**src/hdl/sklru_pkg.sv**
```systemverilog
package sklru_pkg;

  localparam int FIELD_W  = 13;
  localparam int CAP_W    = 5;
  localparam int SLOT_W   = 4;
  localparam int APB_AW   = 5;
  localparam int APB_DW   = 32;
  localparam int REG_IDX_W = 3;

  // register indexes (byte address = 4 * index)
  localparam logic [REG_IDX_W-1:0] REG_CHECK_ENABLE   = 3'd0;
  localparam logic [REG_IDX_W-1:0] REG_NOMINAL_WIDTH  = 3'd1;
  localparam logic [REG_IDX_W-1:0] REG_NOMINAL_HEIGHT = 3'd2;
  localparam logic [REG_IDX_W-1:0] REG_CORNER_RADIUS  = 3'd3;
  localparam logic [REG_IDX_W-1:0] REG_CAPACITY       = 3'd4;

  localparam logic [FIELD_W-1:0] NOMINAL_RST  = 13'd32;
  localparam logic [FIELD_W-1:0] RADIUS_RST   = 13'd8;
  localparam logic [CAP_W-1:0]   CAPACITY_RST = 5'd10;

  typedef struct packed {
    logic [FIELD_W-1:0] img_width;
    logic [FIELD_W-1:0] img_height;
  } in_req_t;

  typedef struct packed {
    logic               accepted;
    logic               hit;
    logic [SLOT_W-1:0]  slot;
    logic               evicted;
    logic [FIELD_W-1:0] evicted_width;
    logic [FIELD_W-1:0] evicted_height;
  } out_rsp_t;

  typedef enum logic {
    OP_EQ,   // both field pairs equal
    OP_DEV   // |a_w - b_w| > lim
  } cmp_op_t;

  typedef struct packed {
    cmp_op_t            op;
    logic [FIELD_W-1:0] a_w;
    logic [FIELD_W-1:0] a_h;
    logic [FIELD_W-1:0] b_w;
    logic [FIELD_W-1:0] b_h;
    logic [FIELD_W-1:0] lim;
  } cmp_req_t;

endpackage

```
**src/hdl/sklru_cmp_unit.sv**
```systemverilog
// Shared compare unit: size match or deviation check.
module sklru_cmp_unit (
  input  sklru_pkg::cmp_req_t req,
  output logic                flag
);

  localparam int FW = sklru_pkg::FIELD_W;

  logic [FW:0]   diff;
  logic [FW-1:0] mag;

  assign diff = {1'b0, req.a_w} - {1'b0, req.b_w};
  assign mag  = diff[FW] ? FW'(-diff) : diff[FW-1:0];

  always_comb begin
    unique case (req.op)
      sklru_pkg::OP_EQ:  flag = (req.a_w == req.b_w) && (req.a_h == req.b_h);
      sklru_pkg::OP_DEV: flag = (mag > req.lim);
      default:           flag = 1'b0;
    endcase
  end

endmodule

```
**src/hdl/sklru_ram.sv**
```systemverilog
// Simple dual-port RAM, one write and one registered read per cycle.
module sklru_ram #(
  parameter int DEPTH = 16,
  parameter int AW    = 4,
  parameter int DW    = 26
) (
  input  logic          clk,
  input  logic          wr_en,
  input  logic [AW-1:0] wr_addr,
  input  logic [DW-1:0] wr_data,
  input  logic [AW-1:0] rd_addr,
  output logic [DW-1:0] rd_data
);

  logic [DW-1:0] mem [DEPTH];

  always_ff @(posedge clk) begin
    if (wr_en) begin
      mem[wr_addr] <= wr_data;
    end
    rd_data <= mem[rd_addr];
  end

endmodule

```
**src/hdl/size_keyed_lru_cache_controller.sv**
```systemverilog
// Size-keyed LRU cache controller.
// Input channel (in_valid / in_stall / in_data) takes one request per image size.
// A request is taken when in_valid is high and in_stall is low; in_stall stays high
// while a request is being worked on or the table is being trimmed.
// Result channel (out_valid / out_stall / out_data) gives one result per request
// from an output register; out_data holds while out_stall is high. The next request
// is taken as soon as its result is parked there, even if the receiver stalls.
// Timing: a request's result is set by the slot walk, which reads the entry RAM one
// slot per cycle through the shared compare unit, after the width and height checks
// when size checking is enabled; a rejected size skips the walk.
// Flow: a new request is taken only once the last result is parked, which waits
// only while a parked result is still stalled.
// Config (APB, pready tied high): writes at byte address 4*index. Changing check
// enable, nominal size or radius clears the table. Lowering capacity drops the
// oldest entries, one per cycle, with in_stall high meanwhile.
// Reset (rst_n, synchronous): registers to defaults, table empty, no result pending.
module size_keyed_lru_cache_controller #(
  parameter int MAX_ENTRIES = 16
) (
  input  logic                              clk,
  input  logic                              rst_n,
  input  logic                              in_valid,
  output logic                              in_stall,
  input  sklru_pkg::in_req_t                in_data,
  output logic                              out_valid,
  input  logic                              out_stall,
  output sklru_pkg::out_rsp_t               out_data,
  input  logic                              psel,
  input  logic                              penable,
  input  logic                              pwrite,
  input  logic [sklru_pkg::APB_AW-1:0]      paddr,
  input  logic [sklru_pkg::APB_DW-1:0]      pwdata,
  output logic [sklru_pkg::APB_DW-1:0]      prdata,
  output logic                              pready
);

  localparam int FW = sklru_pkg::FIELD_W;
  localparam int SW = (MAX_ENTRIES > 1) ? $clog2(MAX_ENTRIES) : 1;
  localparam int CW = $clog2(MAX_ENTRIES + 1);
  localparam int EW = (CW > sklru_pkg::CAP_W) ? CW : sklru_pkg::CAP_W;
  localparam int KW = SW + 1;

  typedef enum logic [2:0] {
    S_IDLE, S_CHK_W, S_CHK_H, S_WALK, S_UPDATE, S_RESULT, S_TRIM
  } state_t;

  state_t state_r;

  // config registers
  logic                         check_en_r;
  logic [FW-1:0]                nom_w_r;
  logic [FW-1:0]                nom_h_r;
  logic [FW-1:0]                radius_r;
  logic [sklru_pkg::CAP_W-1:0]  cap_r;

  // table control
  logic [MAX_ENTRIES-1:0] occ_r;
  logic [SW-1:0]          rank_r [MAX_ENTRIES];  // 0 = oldest
  logic [CW-1:0]          count_r;

  // current request and walk results
  sklru_pkg::in_req_t req_r;
  logic [KW-1:0]      k_r;
  logic               pipe_vld_r;
  logic [SW-1:0]      pipe_idx_r;
  logic               hit_r;
  logic [SW-1:0]      hit_slot_r;
  logic [SW-1:0]      hit_rank_r;
  logic               free_found_r;
  logic [SW-1:0]      free_slot_r;
  logic [SW-1:0]      old_slot_r;
  logic [FW-1:0]      old_w_r;
  logic [FW-1:0]      old_h_r;

  sklru_pkg::out_rsp_t res_r;
  sklru_pkg::out_rsp_t out_data_r;
  logic                out_valid_r;

  // datapath
  logic                             cfg_wr;
  logic [sklru_pkg::REG_IDX_W-1:0]  cfg_idx;
  logic [sklru_pkg::CAP_W-1:0]      cap_wr_val;
  logic [EW-1:0]                    eff_cap;
  logic [EW-1:0]                    cap_ext;
  logic [EW-1:0]                    max_ext;
  logic [EW-1:0]                    count_ext;
  logic                             full;
  logic                             over;
  logic [2*FW-1:0]                  rd_data;
  logic [FW-1:0]                    rd_w;
  logic [FW-1:0]                    rd_h;
  logic                             pipe_occ;
  logic [SW-1:0]                    pipe_rank;
  sklru_pkg::cmp_req_t              cmp_req;
  logic                             cmp_flag;
  logic [SW-1:0]                    upd_slot;
  logic [SW-1:0]                    last_rank;
  logic                             mem_wr;

  assign in_stall  = (state_r != S_IDLE);
  assign out_valid = out_valid_r;
  assign out_data  = out_data_r;
  assign pready    = 1'b1;

  assign cfg_wr     = psel && penable && pwrite;
  assign cfg_idx    = paddr[sklru_pkg::APB_AW-1:2];
  // a capacity of zero is kept as one
  assign cap_wr_val = (pwdata[sklru_pkg::CAP_W-1:0] == '0) ?
                      sklru_pkg::CAP_W'(1) : pwdata[sklru_pkg::CAP_W-1:0];

  assign cap_ext   = EW'(cap_r);
  assign max_ext   = EW'(MAX_ENTRIES);
  assign eff_cap   = (cap_ext > max_ext) ? max_ext : cap_ext;
  assign count_ext = EW'(count_r);
  assign full      = (count_ext >= eff_cap);
  assign over      = (count_ext > eff_cap);

  assign rd_w      = rd_data[2*FW-1:FW];
  assign rd_h      = rd_data[FW-1:0];
  assign pipe_occ  = occ_r[pipe_idx_r];
  assign pipe_rank = rank_r[pipe_idx_r];

  // hit keeps its slot, a full table reuses the oldest, else lowest free slot
  always_comb begin
    priority if (hit_r) begin
      upd_slot  = hit_slot_r;
      last_rank = SW'(count_r - CW'(1));
    end else if (full) begin
      upd_slot  = old_slot_r;
      last_rank = SW'(count_r - CW'(1));
    end else begin
      upd_slot  = free_slot_r;
      last_rank = count_r[SW-1:0];
    end
  end

  assign mem_wr = (state_r == S_UPDATE) && !hit_r;

  // operand select for the shared compare unit
  always_comb begin
    cmp_req.op  = sklru_pkg::OP_EQ;
    cmp_req.a_w = rd_w;
    cmp_req.a_h = rd_h;
    cmp_req.b_w = req_r.img_width;
    cmp_req.b_h = req_r.img_height;
    cmp_req.lim = radius_r;
    if (state_r == S_CHK_W) begin
      cmp_req.op  = sklru_pkg::OP_DEV;
      cmp_req.a_w = req_r.img_width;
      cmp_req.b_w = nom_w_r;
    end else if (state_r == S_CHK_H) begin
      cmp_req.op  = sklru_pkg::OP_DEV;
      cmp_req.a_w = req_r.img_height;
      cmp_req.b_w = nom_h_r;
    end
  end

  sklru_cmp_unit u_cmp (
    .req  (cmp_req),
    .flag (cmp_flag)
  );

  sklru_ram #(
    .DEPTH (MAX_ENTRIES),
    .AW    (SW),
    .DW    (2 * FW)
  ) u_entry_ram (
    .clk     (clk),
    .wr_en   (mem_wr),
    .wr_addr (upd_slot),
    .wr_data ({req_r.img_width, req_r.img_height}),
    .rd_addr (k_r[SW-1:0]),
    .rd_data (rd_data)
  );

  // register readback
  always_comb begin
    unique case (cfg_idx)
      sklru_pkg::REG_CHECK_ENABLE:   prdata = sklru_pkg::APB_DW'(check_en_r);
      sklru_pkg::REG_NOMINAL_WIDTH:  prdata = sklru_pkg::APB_DW'(nom_w_r);
      sklru_pkg::REG_NOMINAL_HEIGHT: prdata = sklru_pkg::APB_DW'(nom_h_r);
      sklru_pkg::REG_CORNER_RADIUS:  prdata = sklru_pkg::APB_DW'(radius_r);
      sklru_pkg::REG_CAPACITY:       prdata = sklru_pkg::APB_DW'(cap_r);
      default:                       prdata = '0;
    endcase
  end

  always_ff @(posedge clk) begin
    if (!rst_n) begin
      state_r     <= S_IDLE;
      out_valid_r <= 1'b0;
      occ_r       <= '0;
      count_r     <= '0;
      check_en_r  <= 1'b0;
      nom_w_r     <= sklru_pkg::NOMINAL_RST;
      nom_h_r     <= sklru_pkg::NOMINAL_RST;
      radius_r    <= sklru_pkg::RADIUS_RST;
      cap_r       <= sklru_pkg::CAPACITY_RST;
    end else begin
      if (out_valid_r && !out_stall) begin
        out_valid_r <= 1'b0;
      end

      unique case (state_r)
        S_IDLE: begin
          if (in_valid) begin
            req_r        <= in_data;
            k_r          <= '0;
            pipe_vld_r   <= 1'b0;
            hit_r        <= 1'b0;
            free_found_r <= 1'b0;
            free_slot_r  <= SW'(MAX_ENTRIES - 1);
            state_r      <= check_en_r ? S_CHK_W : S_WALK;
          end
        end

        S_CHK_W: begin
          if (cmp_flag) begin
            res_r   <= '0;
            state_r <= S_RESULT;
          end else begin
            state_r <= S_CHK_H;
          end
        end

        S_CHK_H: begin
          if (cmp_flag) begin
            res_r   <= '0;
            state_r <= S_RESULT;
          end else begin
            state_r <= S_WALK;
          end
        end

        // one slot per cycle; RAM data is registered, so it is checked in the cycle after its address
        S_WALK: begin
          if (k_r < KW'(MAX_ENTRIES)) begin
            k_r <= k_r + KW'(1);
          end
          pipe_vld_r <= (k_r < KW'(MAX_ENTRIES));
          pipe_idx_r <= k_r[SW-1:0];
          if (pipe_vld_r) begin
            if (pipe_occ && cmp_flag) begin
              hit_r      <= 1'b1;
              hit_slot_r <= pipe_idx_r;
              hit_rank_r <= pipe_rank;
            end
            if (pipe_occ && (pipe_rank == '0)) begin
              old_slot_r <= pipe_idx_r;
              old_w_r    <= rd_w;
              old_h_r    <= rd_h;
            end
            if (!pipe_occ && !free_found_r) begin
              free_found_r <= 1'b1;
              free_slot_r  <= pipe_idx_r;
            end
            if (pipe_idx_r == SW'(MAX_ENTRIES - 1)) begin
              state_r <= S_UPDATE;
            end
          end
        end

        S_UPDATE: begin
          for (int s = 0; s < MAX_ENTRIES; s++) begin
            if (hit_r) begin
              if (occ_r[s] && (rank_r[s] > hit_rank_r)) begin
                rank_r[s] <= rank_r[s] - SW'(1);
              end
            end else if (full) begin
              if (occ_r[s]) begin
                rank_r[s] <= rank_r[s] - SW'(1);
              end
            end
          end
          rank_r[upd_slot] <= last_rank;
          if (!hit_r && !full) begin
            occ_r[upd_slot] <= 1'b1;
            count_r         <= count_r + CW'(1);
          end
          res_r.accepted       <= 1'b1;
          res_r.hit            <= hit_r;
          res_r.slot           <= sklru_pkg::SLOT_W'(upd_slot);
          res_r.evicted        <= !hit_r && full;
          res_r.evicted_width  <= (!hit_r && full) ? old_w_r : '0;
          res_r.evicted_height <= (!hit_r && full) ? old_h_r : '0;
          state_r              <= S_RESULT;
        end

        S_RESULT: begin
          if (!out_valid_r || !out_stall) begin
            out_data_r  <= res_r;
            out_valid_r <= 1'b1;
            state_r     <= S_IDLE;
          end
        end

        // drop the oldest entry each cycle until the count fits
        S_TRIM: begin
          if (over) begin
            for (int s = 0; s < MAX_ENTRIES; s++) begin
              if (occ_r[s]) begin
                if (rank_r[s] == '0) begin
                  occ_r[s] <= 1'b0;
                end else begin
                  rank_r[s] <= rank_r[s] - SW'(1);
                end
              end
            end
            count_r <= count_r - CW'(1);
          end else begin
            state_r <= S_IDLE;
          end
        end

        default: state_r <= S_IDLE;
      endcase

      // register writes arrive only while idle: the user must keep to this, the block itself does not enforce it
      if (cfg_wr) begin
        unique case (cfg_idx)
          sklru_pkg::REG_CHECK_ENABLE: begin
            if (check_en_r != pwdata[0]) begin
              check_en_r <= pwdata[0];
              occ_r      <= '0;
              count_r    <= '0;
            end
          end
          sklru_pkg::REG_NOMINAL_WIDTH: begin
            if (nom_w_r != pwdata[FW-1:0]) begin
              nom_w_r <= pwdata[FW-1:0];
              occ_r   <= '0;
              count_r <= '0;
            end
          end
          sklru_pkg::REG_NOMINAL_HEIGHT: begin
            if (nom_h_r != pwdata[FW-1:0]) begin
              nom_h_r <= pwdata[FW-1:0];
              occ_r   <= '0;
              count_r <= '0;
            end
          end
          sklru_pkg::REG_CORNER_RADIUS: begin
            if (radius_r != pwdata[FW-1:0]) begin
              radius_r <= pwdata[FW-1:0];
              occ_r    <= '0;
              count_r  <= '0;
            end
          end
          sklru_pkg::REG_CAPACITY: begin
            cap_r   <= cap_wr_val;
            state_r <= S_TRIM;
          end
          default: ;
        endcase
      end
    end
  end

endmodule
```
**config.mk**
```make
export PLATFORM = sky130hd
export DESIGN_NAME = size_keyed_lru_cache_controller
export DESIGN_NICKNAME = d
export VERILOG_FILES = /design/src/hdl/sklru_pkg.sv /design/src/hdl/sklru_cmp_unit.sv /design/src/hdl/sklru_ram.sv /design/src/hdl/size_keyed_lru_cache_controller.sv
export SDC_FILE = /design/constraint.sdc
export NUM_CORES = 1
export LEC_CHECK = 0
export BUFFER_PORTS_ARGS = -buffer_cell sky130_fd_sc_hd__buf_4
export CORE_MARGIN = 2
export CORE_UTILIZATION = 40
export CTS_BUF_LIST = sky130_fd_sc_hd__clkbuf_16
export DETAILED_ROUTE_END_ITERATION = 8
export PLACE_DENSITY = 0.56
export SLEW_MARGIN = 20
export SYNTH_ARGS = -nofsm -noshare
export SYNTH_HDL_FRONTEND = slang
export SYNTH_SLANG_ARGS = --single-unit
export TNS_END_PERCENT = 20
```
**constraint.sdc**
```tcl
create_clock -name clk -period 9.65 [get_ports clk]
set_input_delay 0.965 -clock clk [delete_from_list [all_inputs] [get_ports clk]]
set_output_delay 0.965 -clock clk [all_outputs]
set_load 0.01 [all_outputs]
```
# [Word-level counts from Yosys, hierarchy flattened]
# Memory sizes are Yosys's and may differ from the RTL's. A register that Yosys moved wholly into a read port is not among the register bits.
# Index checks and enable logic that the tools add are counted.
# Widths: inputs -> output; s select.
[totals] romBits=0 ramBits=480 latchBits=0 n_memories=2 output_inout_bits=68 register_bits=216
[op_classes] multipliers=0 n_shift=0 n_mux=378 n_addsub=21 eq_ne=23 reduce_logical=73 magnitude_cmp=24 n_bitwise=34 n_div=0
[memory_table] name="u_entry_ram.mem" depth=16 width=26 rd=1 rd_ports_with_merged_regs=1 write_ports=1 line="sklru_ram.sv:15" text="logic [DW-1:0] mem [DEPTH];"
[memory_table] name="rank_r" depth=16 width=4 rd=17 rd_ports_with_merged_regs=1 write_ports=17 line="size_keyed_lru_cache_controller.sv:58" text="logic [SW-1:0] rank_r [MAX_ENTRIES];"
[op_table] operator="$mux 1" n=287
[op_table] operator="$mux 4" n=40
[op_table] operator="$mux 16" n=7
[op_table] operator="$logic_not 4->1" n=17
[op_table] operator="$pmux 33 s2" n=1
[op_table] operator="$mux 13" n=5
[op_table] operator="$pmux 13 s5" n=1
[op_table] operator="$gt 4x4->1" n=16
[op_table] operator="$pmux 16 s4" n=1
[op_table] operator="$sub 4x1->4 const B" n=16
[op_table] operator="$mux 5" n=11
[op_table] operator="$ne 13x13->1" n=3
[op_table] operator="$mux 33" n=1
[op_table] operator="$or 1x1->1" n=32
[op_table] operator="$pmux 16 s2" n=1
[op_table] operator="$mux 14" n=2
[op_table] operator="$logic_and 1x1->1" n=27
[op_table] operator="$mux 3" n=9
[op_table] operator="$eq 13x13->1" n=2
[op_table] operator="$reduce_and 3->1" n=8
[op_table] operator="$pmux 3 s7" n=1
[op_table] operator="$pmux 5 s2" n=2
[op_table] operator="$pmux 5 s4" n=1
[op_table] operator="$or 16x16->16" n=1
[op_table] operator="other kinds (34)" n=61

# [Longest topological paths before layout]
# Gate-level depths: netlist (run 1).
[logic_depth] word_depth=15 mapped_depth=23 depth_no_buf=21

# [Modules after synthesis]
# Synthesis (run 1) repeated with hierarchy kept, for this count alone.
[hier_totals] hier_cells=2330 hier_area_um2=33796.2
[by_module_without_submodules] module="sklru_ram" instances=1 cells_per_inst=686 area_each_um2=16377.0 seq_area_each_um2=13012.5
[by_module_without_submodules] module="size_keyed_lru_cache_controller" instances=1 cells_per_inst=1443 area_each_um2=15895.2 seq_area_each_um2=7787.5
[by_module_without_submodules] module="sklru_cmp_unit" instances=1 cells_per_inst=201 area_each_um2=1524.0 seq_area_each_um2=0.0

# [Worst setup path before layout (run 1)]
# Ideal clock, no wire load.
[synth_timing] path_kind="register to register" from="reg state_r[0]" to="reg res_r[0] in the netlist's numbering (enable)" period_less_slack_ns=7.685 required_time_ns=9.181 stages_incl_launch_ff=24 arrival_time_ns=7.216 setup_slack_ns=1.965 setup_ns=0.469 cell_sequence="dfxtp_1 > clkbuf_1 > nor3b_1 > buf_2 > buf_1 > mux2i_1 > o21ai_0 > ha_1 > inv_1 > fa_1 > a21oi_1 > nor3_1 > or3_1 > a21oi_1 > nor4b_1 > a21oi_1 > xor2_1 > ha_1 > and4_1 > nand2_1 > o21bai_1 > a31oi_1 > o21ai_0 > o21ai_0"
[synth_via] elab_chain_len=10
[synth_lines] item="start, declared" line="size_keyed_lru_cache_controller.sv:47" text="state_t state_r;"
[synth_lines] item="start signal, assigned" line="size_keyed_lru_cache_controller.sv:213" text="state_r <= check_en_r ? S_CHK_W : S_WALK;"
[synth_lines] item="$eq 3x2->1" line="size_keyed_lru_cache_controller.sv:151, size_keyed_lru_cache_controller.sv:204"
[synth_lines] item="$mux 14 or $mux 13 (tied branches)" line="size_keyed_lru_cache_controller.sv:151" text="end else if (state_r == S_CHK_H) begin"
[synth_lines] item="$mux 14 or $mux 13 (tied branches)" line="size_keyed_lru_cache_controller.sv:147" text="if (state_r == S_CHK_W) begin"
[synth_lines] item="$sub 13x13->14" line="sklru_cmp_unit.sv:12" text="assign diff = {1'b0, req.a_w} - {1'b0, req.b_w};"
[synth_lines] item="$neg 13->13" line="sklru_cmp_unit.sv:13" text="assign mag = diff[FW] ? FW'(-diff) : diff[FW-1:0];"
[synth_lines] item="$mux 13" line="sklru_cmp_unit.sv:13"
[synth_lines] item="$gt 13x13->1" line="sklru_cmp_unit.sv:18" text="sklru_pkg::OP_DEV: flag = (mag > req.lim);"
[synth_lines] item="$pmux 1 s2" line="sklru_cmp_unit.sv:16" text="unique case (req.op)"
[synth_lines] item="$ne 2x1->1 (no line)"
[synth_lines] item="$reduce_and 3->1 (no line) *"
[synth_lines] item="end, declared" line="size_keyed_lru_cache_controller.sv:75" text="sklru_pkg::out_rsp_t res_r;"
# Mark *: on every way between the ends. The rest lies on a longest branch, timed or not.
# A chain may end at the register's enable or synchronous reset.

# [Worst setup path after layout (run 1)]
[layout_timing] from="reg state_r[1]" to="reg res_r[10] in the netlist's numbering (enable)"
# Same word-level chain as after synthesis.

==> results of run 1 <==
final timing paths:
| kind | end | slack (ns) | cells past startpoint |
|---|---|---|---|
| setup / recovery | res_r[10]$_SDFFCE_PN0P_ | 2.68 | 22 |
| hold / removal | out_data[14]$_DFFE_PP_ | 0.42 | 0 |
| setup reg to reg | res_r[10]$_SDFFCE_PN0P_ | 2.68 | 22 |
| hold reg to reg | out_data[14]$_DFFE_PP_ | 0.42 | 0 |
cells in the mapped netlist (all sizes together) (7+ instances only):
| library cell | instances |
|---|---|
| and3 | 34 |
| nor3 | 32 |
| xor2 | 39 |
| buf | 47 |
| mux2 | 51 |
| a211oi | 7 |
| nor2 | 138 |
| ha | 115 |
| nor2b | 28 |
| o211ai | 16 |
| a221oi | 28 |
| a21oi | 108 |
| nand4 | 43 |
| o21ai | 123 |
| or3 | 10 |
| mux2i | 173 |
| and2 | 24 |
| mux4 | 77 |
| o21a | 23 |
| nand3 | 48 |
| clkbuf | 96 |
| or3b | 14 |
| nand2b | 18 |
| dfxtp | 100 |
| nand2 | 126 |
| nor4 | 11 |
| a22oi | 48 |
| inv | 70 |
| o31ai | 27 |
| a31oi | 7 |
| xnor2 | 74 |
| a21o | 8 |
| edfxtp | 626 |
worst max-delay path, delay by kind of cell (launching register included):
kind            cells  cell delay (ns)
buf+inv             3             0.83
xor+xnor            1             0.17
simple gates        6             1.52
fa+ha+maj           3             0.90
mux                 1             0.37
flops               1             0.61
compound gates      8             2.20
metrics by stage:
step           hold slack, ns  cells
6_report               0.4167   3765
5_1_grt                0.4271   3764
4_1_cts                0.4184   3761
3_5_place_dp           0.4045   3613
3_3_place_gp           0.4092   3613
2_1_floorplan          0.4003   2480
layout by cell type, fill, tap and decap left out, types with 14 or more instances in the layout:
cell type,count
dfxtp_1,100
xor2_1,39
o31ai_1,27
or3b_2,14
and2_1,20
a221oi_1,27
xnor2_1,71
o211ai_1,16
nor2_1,125
conb_1,20
mux2i_1,173
a21oi_1,106
mux4_2,77
nor2b_1,27
nand3_1,48
nand2b_1,18
mux2_2,51
clkbuf_16,81
nand2_1,126
edfxtp_1,626
o21a_1,23
ha_1,115
nor3_1,27
a22oi_1,48
nand4_1,43
inv_1,91
and3_1,34
buf_4,141
o21ai_0,120
clkinv_1,19
power by group:
part	leakage (uW)	switching [uW]	internal (uW)
clock	0.00136	1280	1730
sequential	0.00648	163	3650
combinational	0.00594	1300	853
total	0.0138	2750	6240
registers in the layout, indices dropped and copies added, names as in the netlist, 4 cells and up, named ones only:
signal / flops
cap_ext: 5
cmp_req: 13
hit_slot_r: 4
rank_r: 64
u_entry_ram.rd_data: 26
out_data: 33
nom_h_r: 13
free_slot_r: 4
old_slot_r: 4
req_r: 13
old_h_r: 13
old_w_r: 13
count_ext: 5
k_r: 5
pipe_idx_r: 4
radius_r: 13
nom_w_r: 13
occ_r: 16
res_r: 33
u_entry_ram.mem: 416
hit_rank_r: 4
routing by layer:
metal,GRT usage (%),routed length [microns],vias up,share of wire (%)
met5,0,0,-,0
met4,4.530,1613,0,1.8
met3,3.120,5031,119,5.6
met2,34.73,43820,636,48
met1,28.83,39940,10650,44
li1,-,-,9639,-
kinds of logic after synthesis:
| kind of cell | after synthesis |
|---|---|
| compound gates | 436 |
| simple gates | 555 |
| fa+ha+maj | 116 |
| other cells | 2 |
| mux | 301 |
| buf+inv | 213 |
| flops | 726 |
| xor+xnor | 113 |
layout make-up:
class                           instances  area (sq um)  share of cell area (%)
Antenna cell                            1         2.502                0.006474
Clock buffer                           81          2027                   5.244
Clock inverter                         67         604.3                   1.563
Inverter                               70         262.8                  0.6798
Multi-Input combinational cell       1541         12420                   32.12
Sequential cell                       726         20800                   53.81
Tap cell                             1134          1419                   3.671
Timing Repair Buffer                  145          1121                   2.900
==> results.md, run 1 <==
- Run status: finished clean
- Cell-by-cell listing of the critical path: nor3b_2, buf_4, mux2i_1, nor2_1, a21oi_1, ha_1, inv_1, fa_1, a21oi_1, nor3_1, or3_1, a21oi_1, nor4b_1, a21oi_1, xor2_1, ha_1, and4_1, a2111oi_0, a31oi_1, o21ai_0, o21ai_4, buf_4
- Drt pass-1 iters: 5
- Nets: 2,749
- Setup_tns: 0 ns
- Worst Setup SP: state_r[1]$_SDFF_PN0_
- Layout fillers: 7,345
- Clock Pin Slew Worst Setup and Hold Paths: 0.06 ns
- Yosys warns: 0
- Port Buffers: 96
- DR vias: 21,050
- Worst skew pair latency: 0.65 ns
- XOR/XNOR Fraction of Synth Area: 2.922%
- Critical path required time: 9.97 ns
- Setup ws final: 2.675 ns
- Max_cap viols: 0
- Multiplexer area fraction after synthesis: 11.93%
- Hold Buf Count CTS: 0
- CTS Buffer Depth: 3
- Final Wtd Congestion: 0.8739
- Largest family of logic cells by synthesized area: multiplexers
- Initial Util: 40.48%
- Layout cell share with drive strength beyond 1: 17.03%
- Total design power: 8988 uW
- FMAX: 143.4 MHz
- Post-synthesis cell area: 0.03387 sq mm
- First-pass GRT wire length: 134.6 mm
- Post-DP HPWL: 57.32 mm
- Slowest CP cell: o21ai_0
- GR Overflow Total: 0
- Crit path kind: register to register
- Std-Cell Rows: 106
- Clock skew: 0.03130 ns
- GRT Util Overall: 20.81%
- Die Y: 295.0 microns
- Number of global-route vias before repair: 20,950
- Dominant synthesized flop cell: edfxtp_1
- R2R Path Start: state_r[1]$_SDFF_PN0_
- Crit share post-route: 72.28%
- Max FO, Critical Path: 33
- H-tree lvl count: 3
- Minimum clock period: 6.975 ns
- Slew HR: 21.11%
- RSZ-0062 raised after global routing: false
- Die ar.: 0.08703 sq mm
- Lkg Pwr: 0.01379 uW
- Max-slew violations: 0
- Arr. time, crit path: 7.30 ns
- Cell taking the most area after synthesis: edfxtp_1
- Final WL: 90.41 mm
- Post-CTS sizing: 0
- Drt initial violations: 1,901
- Post-synth EDFFs: 626
- Critical Path Max Stage Delay: 0.66 ns
- Die width: 295.0 microns
- Peak VDD IR: 0.2037 mV
- Final hold violation count: 0
- Final Util: 46.19%
- Worst-Margin Slew: 1.178 ns
- Post-route ant nets: 0
- Final setup fails: 0
- I/O Pins: 138
- Area fraction of the dominant cell type after synthesis: 55.49%
- Largest cells by area after synthesis: edfxtp_1, dfxtp_1, mux4_2
- Crit. End Element: register
- Core area: 0.08369 sq mm
- CTS tree: done
- Area share of fa/ha/maj cells after synthesis: 4.307%
- Place WS: 2.745 ns
- CTS root buf: clkbuf_16
- Design Area, Final: 0.03865 sq mm
- CTS Buf Count: 79
- Post-CTS Setup Inserts: 0
- CP most frequent cell: a21oi_1
- Pwr dens: 232.5 mW/mm^2
- Yosys cell types: 72
- DRC Markers: 0
- Syn Area/Cell: 13.76 sq um
- Area share of and/or/nand/nor cells after synthesis: 8.366%
- HP Class: register to register
- CTS sink count: 726
- Register area share after synthesis: 61.40%
- Async set-reset flop share out of synthesis: 0%
- Largest net degree at the start of global routing: 136
- Initial antenna violation count: 0
- Synth Area in Compound Gates: 8.366%
- Post-Place Cell Area: 0.03596 sq mm
- Hold path start: res_r[14]$_SDFFCE_PN0P_
- Area grow syn2layout: 14.11%
- Crit path launch type: register
- Syn Inst Count: 2,462
- #FFs+latches synth: 726
- Drt wl/cell: 24.01 microns
- Mean number of vias per cell: 5.590
No activity file was read; power rests on OpenSTA's default activity.
==> run 2, diff against run 1 <==
- PLACE_DENSITY: 0.56 -> 0.58
- clock period: 9.65 -> 5.65 ns (I/O delays scaled with it)
==> results.md, run 2 (same netlist as run 1, synthesis figures left out) <==
- Run status: finished clean
- Minimum clock period: 5.337 ns (-1.638 ns)
- Arr. time, crit path: 5.71 ns (-1.59 ns)
- Setup_tns: 0 ns (unchanged)
- DRC Markers: 0 (unchanged)
- Final Util: 46.58% (+0.39 points)
- Clock network fraction of design power: 31.0% (-2.5 points)
- Max-slew violations: 0 (unchanged)
- R2R depth: 25 (+14%)
- First-pass GRT wire length: 136.5 mm (+1.4%)
- Mean number of vias per cell: 5.629 (+0.69%)
- Slowest CP cell: fa_1
- Crit path kind: register to register
- Worst skew pair latency: 0.65 ns (about the same)
- Core area: 0.08369 sq mm (unchanged)
- Final setup fails: 0 (unchanged)
- Critical Path Max Stage Delay: 0.40 ns (-0.26 ns)
- H-tree lvl count: 3 (unchanged)
- Worst-Margin Slew: 1.179 ns (+0.001302 ns)
- Layout cell share with drive strength beyond 1: 18.62% (+1.6 points)
- Critical path required time: 6.03 ns (-3.94 ns)
- Std-Cell Rows: 106 (unchanged)
- Nets: 2,792 (+1.6%)
- Clock skew: 0.03577 ns (+0.004478 ns)
- Register area: 0.02080 sq mm (about the same)
- I/O Pins: 138 (unchanged)
- Internal power: 10,750 uW (+72%)
- Crit path launch type: register
- DR vias: 21,410 (+1.7%)
- Initial antenna violation count: 4 (+4)
- Hold WS: 0.09496 ns (-0.3218 ns)
- Hold Buf Count CTS: 0 (unchanged)
- Critical path buffer and inverter count: 7 (+4)
- Slew HR: 20.83% (-0.29 points)
- FMAX: 187.4 MHz (+31%)
- Clock Pin Slew Worst Setup and Hold Paths: 0.06 ns (about the same)
- R2R Path Start: state_r[0]$_SDFF_PN0_
- Setup crit end: res_r[7]$_SDFFCE_PN0P_
- CTS Buffer Depth: 3 (unchanged)
- Initial Util: 40.48% (unchanged)
- Net switching power: 4891 uW (+78%)
- Commonest non-fill, non-tap cell in the layout: edfxtp_1
- CTS Buf Count: 78 (-1.3%)
- Worst path top cell family by delay: compound AO/OA/AOI/OAI gates
- Final hold violation count: 0 (unchanged)
- Largest net degree at the start of global routing: 100 (-26%)
- Post-route ant nets: 0 (unchanged)
- Max_cap viols: 0 (unchanged)
- Layout fillers: 7,361 (+0.22%)
- Final WL: 92.73 mm (+2.6%)
- Largest register FFs: 416 (unchanged)
- Drt initial violations: 1,966 (+3.4%)
- Biggest register: u_entry_ram.mem
- CTS sink count: 726 (unchanged)
- Port Buffers: 96 (unchanged)
- Drt wl/cell: 24.38 microns (+1.5%)
- Drt pass-1 iters: 5 (unchanged)
- Logic gate share of total power: 27.4% (+3.4 points)
- Antenna Cells: 0 (-1)
- R2R setup slack: 0.31 ns (-2.36 ns)
- Pwr dens: 401.3 mW/mm^2 (+73%)
- CTS root buf: clkbuf_16
- HP Class: primary input to register
- Die ar.: 0.08703 sq mm (unchanged)
- Number of global-route vias before repair: 21,360 (+1.9%)
- Lkg Pwr: 0.01397 uW (+1.3%)
- Final Wtd Congestion: 0.8916 (+2.0%)
- Crit. End Element: register
- Die Y: 295.0 microns (unchanged)
- GRT Util Overall: 21.18% (+0.37 points)
- Largest registers: u_entry_ram.mem x416, rank_r x64
- Most frequent cells in the layout: edfxtp_1, buf_4, mux2i_1
- WP depth: 25 (+14%)
- R2r endpoint: res_r[7]$_SDFFCE_PN0P_
- Seq pwr share: 41.6% (-0.9 points)
- Die width: 295.0 microns (unchanged)
- CTS tree: done
- Worst Setup SP: state_r[0]$_SDFF_PN0_
- GR Overflow Total: 0 (unchanged)
- Switching Share: 31.27% (+0.70 points)
- Area grow syn2layout: 15.07%
- Crit share post-route: 94.46% (+22 points)
- Post-DP HPWL: 59.46 mm (+3.7%)
- Peak VDD IR: 0.2579 mV (+27%)
- Max FO, Critical Path: 17 (-48%)
- Area of the multi-input gates: 0.01247 sq mm (+0.46%)
run 2: cell count changes in the layout (fill, tap and decap cells not counted), sizes merged:
cell	delta
inv	-2
diode	-1
buf	+42
clkbuf	-1
clkinv	+2
clkinvlp	+2
bufinv	-4
run 2: final cells by class:
type,count,area share (%)
well taps,1134,3.640
repair buffers,189,4.093
multi-input cells,1541,32.00
inverters,70,0.6741
clock inverters,65,1.220
flip-flops and latches,726,53.36
clock buffers,78,5.007
run 2: worst min path at each step:
stage,start,end,slack (ns),depth (start not counted)
2_1_floorplan,res_r[0]$_SDFFCE_PN0P_,out_data[0]$_DFFE_PP_,0.40,0
3_3_place_gp,res_r[26]$_SDFFCE_PN0P_,out_data[26]$_DFFE_PP_,0.40,0
3_5_place_dp,res_r[23]$_SDFFCE_PN0P_,out_data[23]$_DFFE_PP_,0.40,0
4_1_cts,in_data[1],cmp_req[14]$_DFFE_PP_,0.06,1
5_1_grt,in_data[9],cmp_req[22]$_DFFE_PP_,0.07,1
6_report,in_data[9],cmp_req[22]$_DFFE_PP_,0.09,1
run 2: routing by layer:
layer | up-vias | GRT usage, % | part of all wire (%)
met1 | 10820 | 28.56 | 43
li1 | 9725 | - | -
met4 | 2 | 7.603 | 3.1
met3 | 157 | 3.127 | 5.8
met5 | - | 0 | 0.014
met2 | 702 | 34.92 | 48
run 2: timing repair:
item                                    4_1_cts  5_1_grt
gates resized for setup                       1       12
endpoints found under the setup margin       39       41
pin swaps                                     0        3
gates cloned                                  0        4
setup buffers                                 0        7
run 2: power by group through the flow:
stage | registers (uW) | logic (uW) | clock network (uW)
floorplan | 6470 | 2720 | 0
global placement | 6610 | 3860 | 0
detailed placement | 6620 | 3920 | 0
CTS | 6510 | 3950 | 4950
global route | 6530 | 4740 | 5170
finish | 6500 | 4280 | 4850
run 2: through the flow:
step | instance area, sq um | power (uW) | std cells | setup WS [ns]
finish | 38980 | 15640 | 3803 | 0.3130
detailed placement | 36280 | 10540 | 3646 | -0.002182
global placement | 36240 | 10470 | 3645 | -0.04480
floorplan | 33970 | 9190 | 2480 | 0.04703
CTS | 38710 | 15400 | 3789 | 0.1095
global route | 38980 | 16440 | 3803 | -0.02250
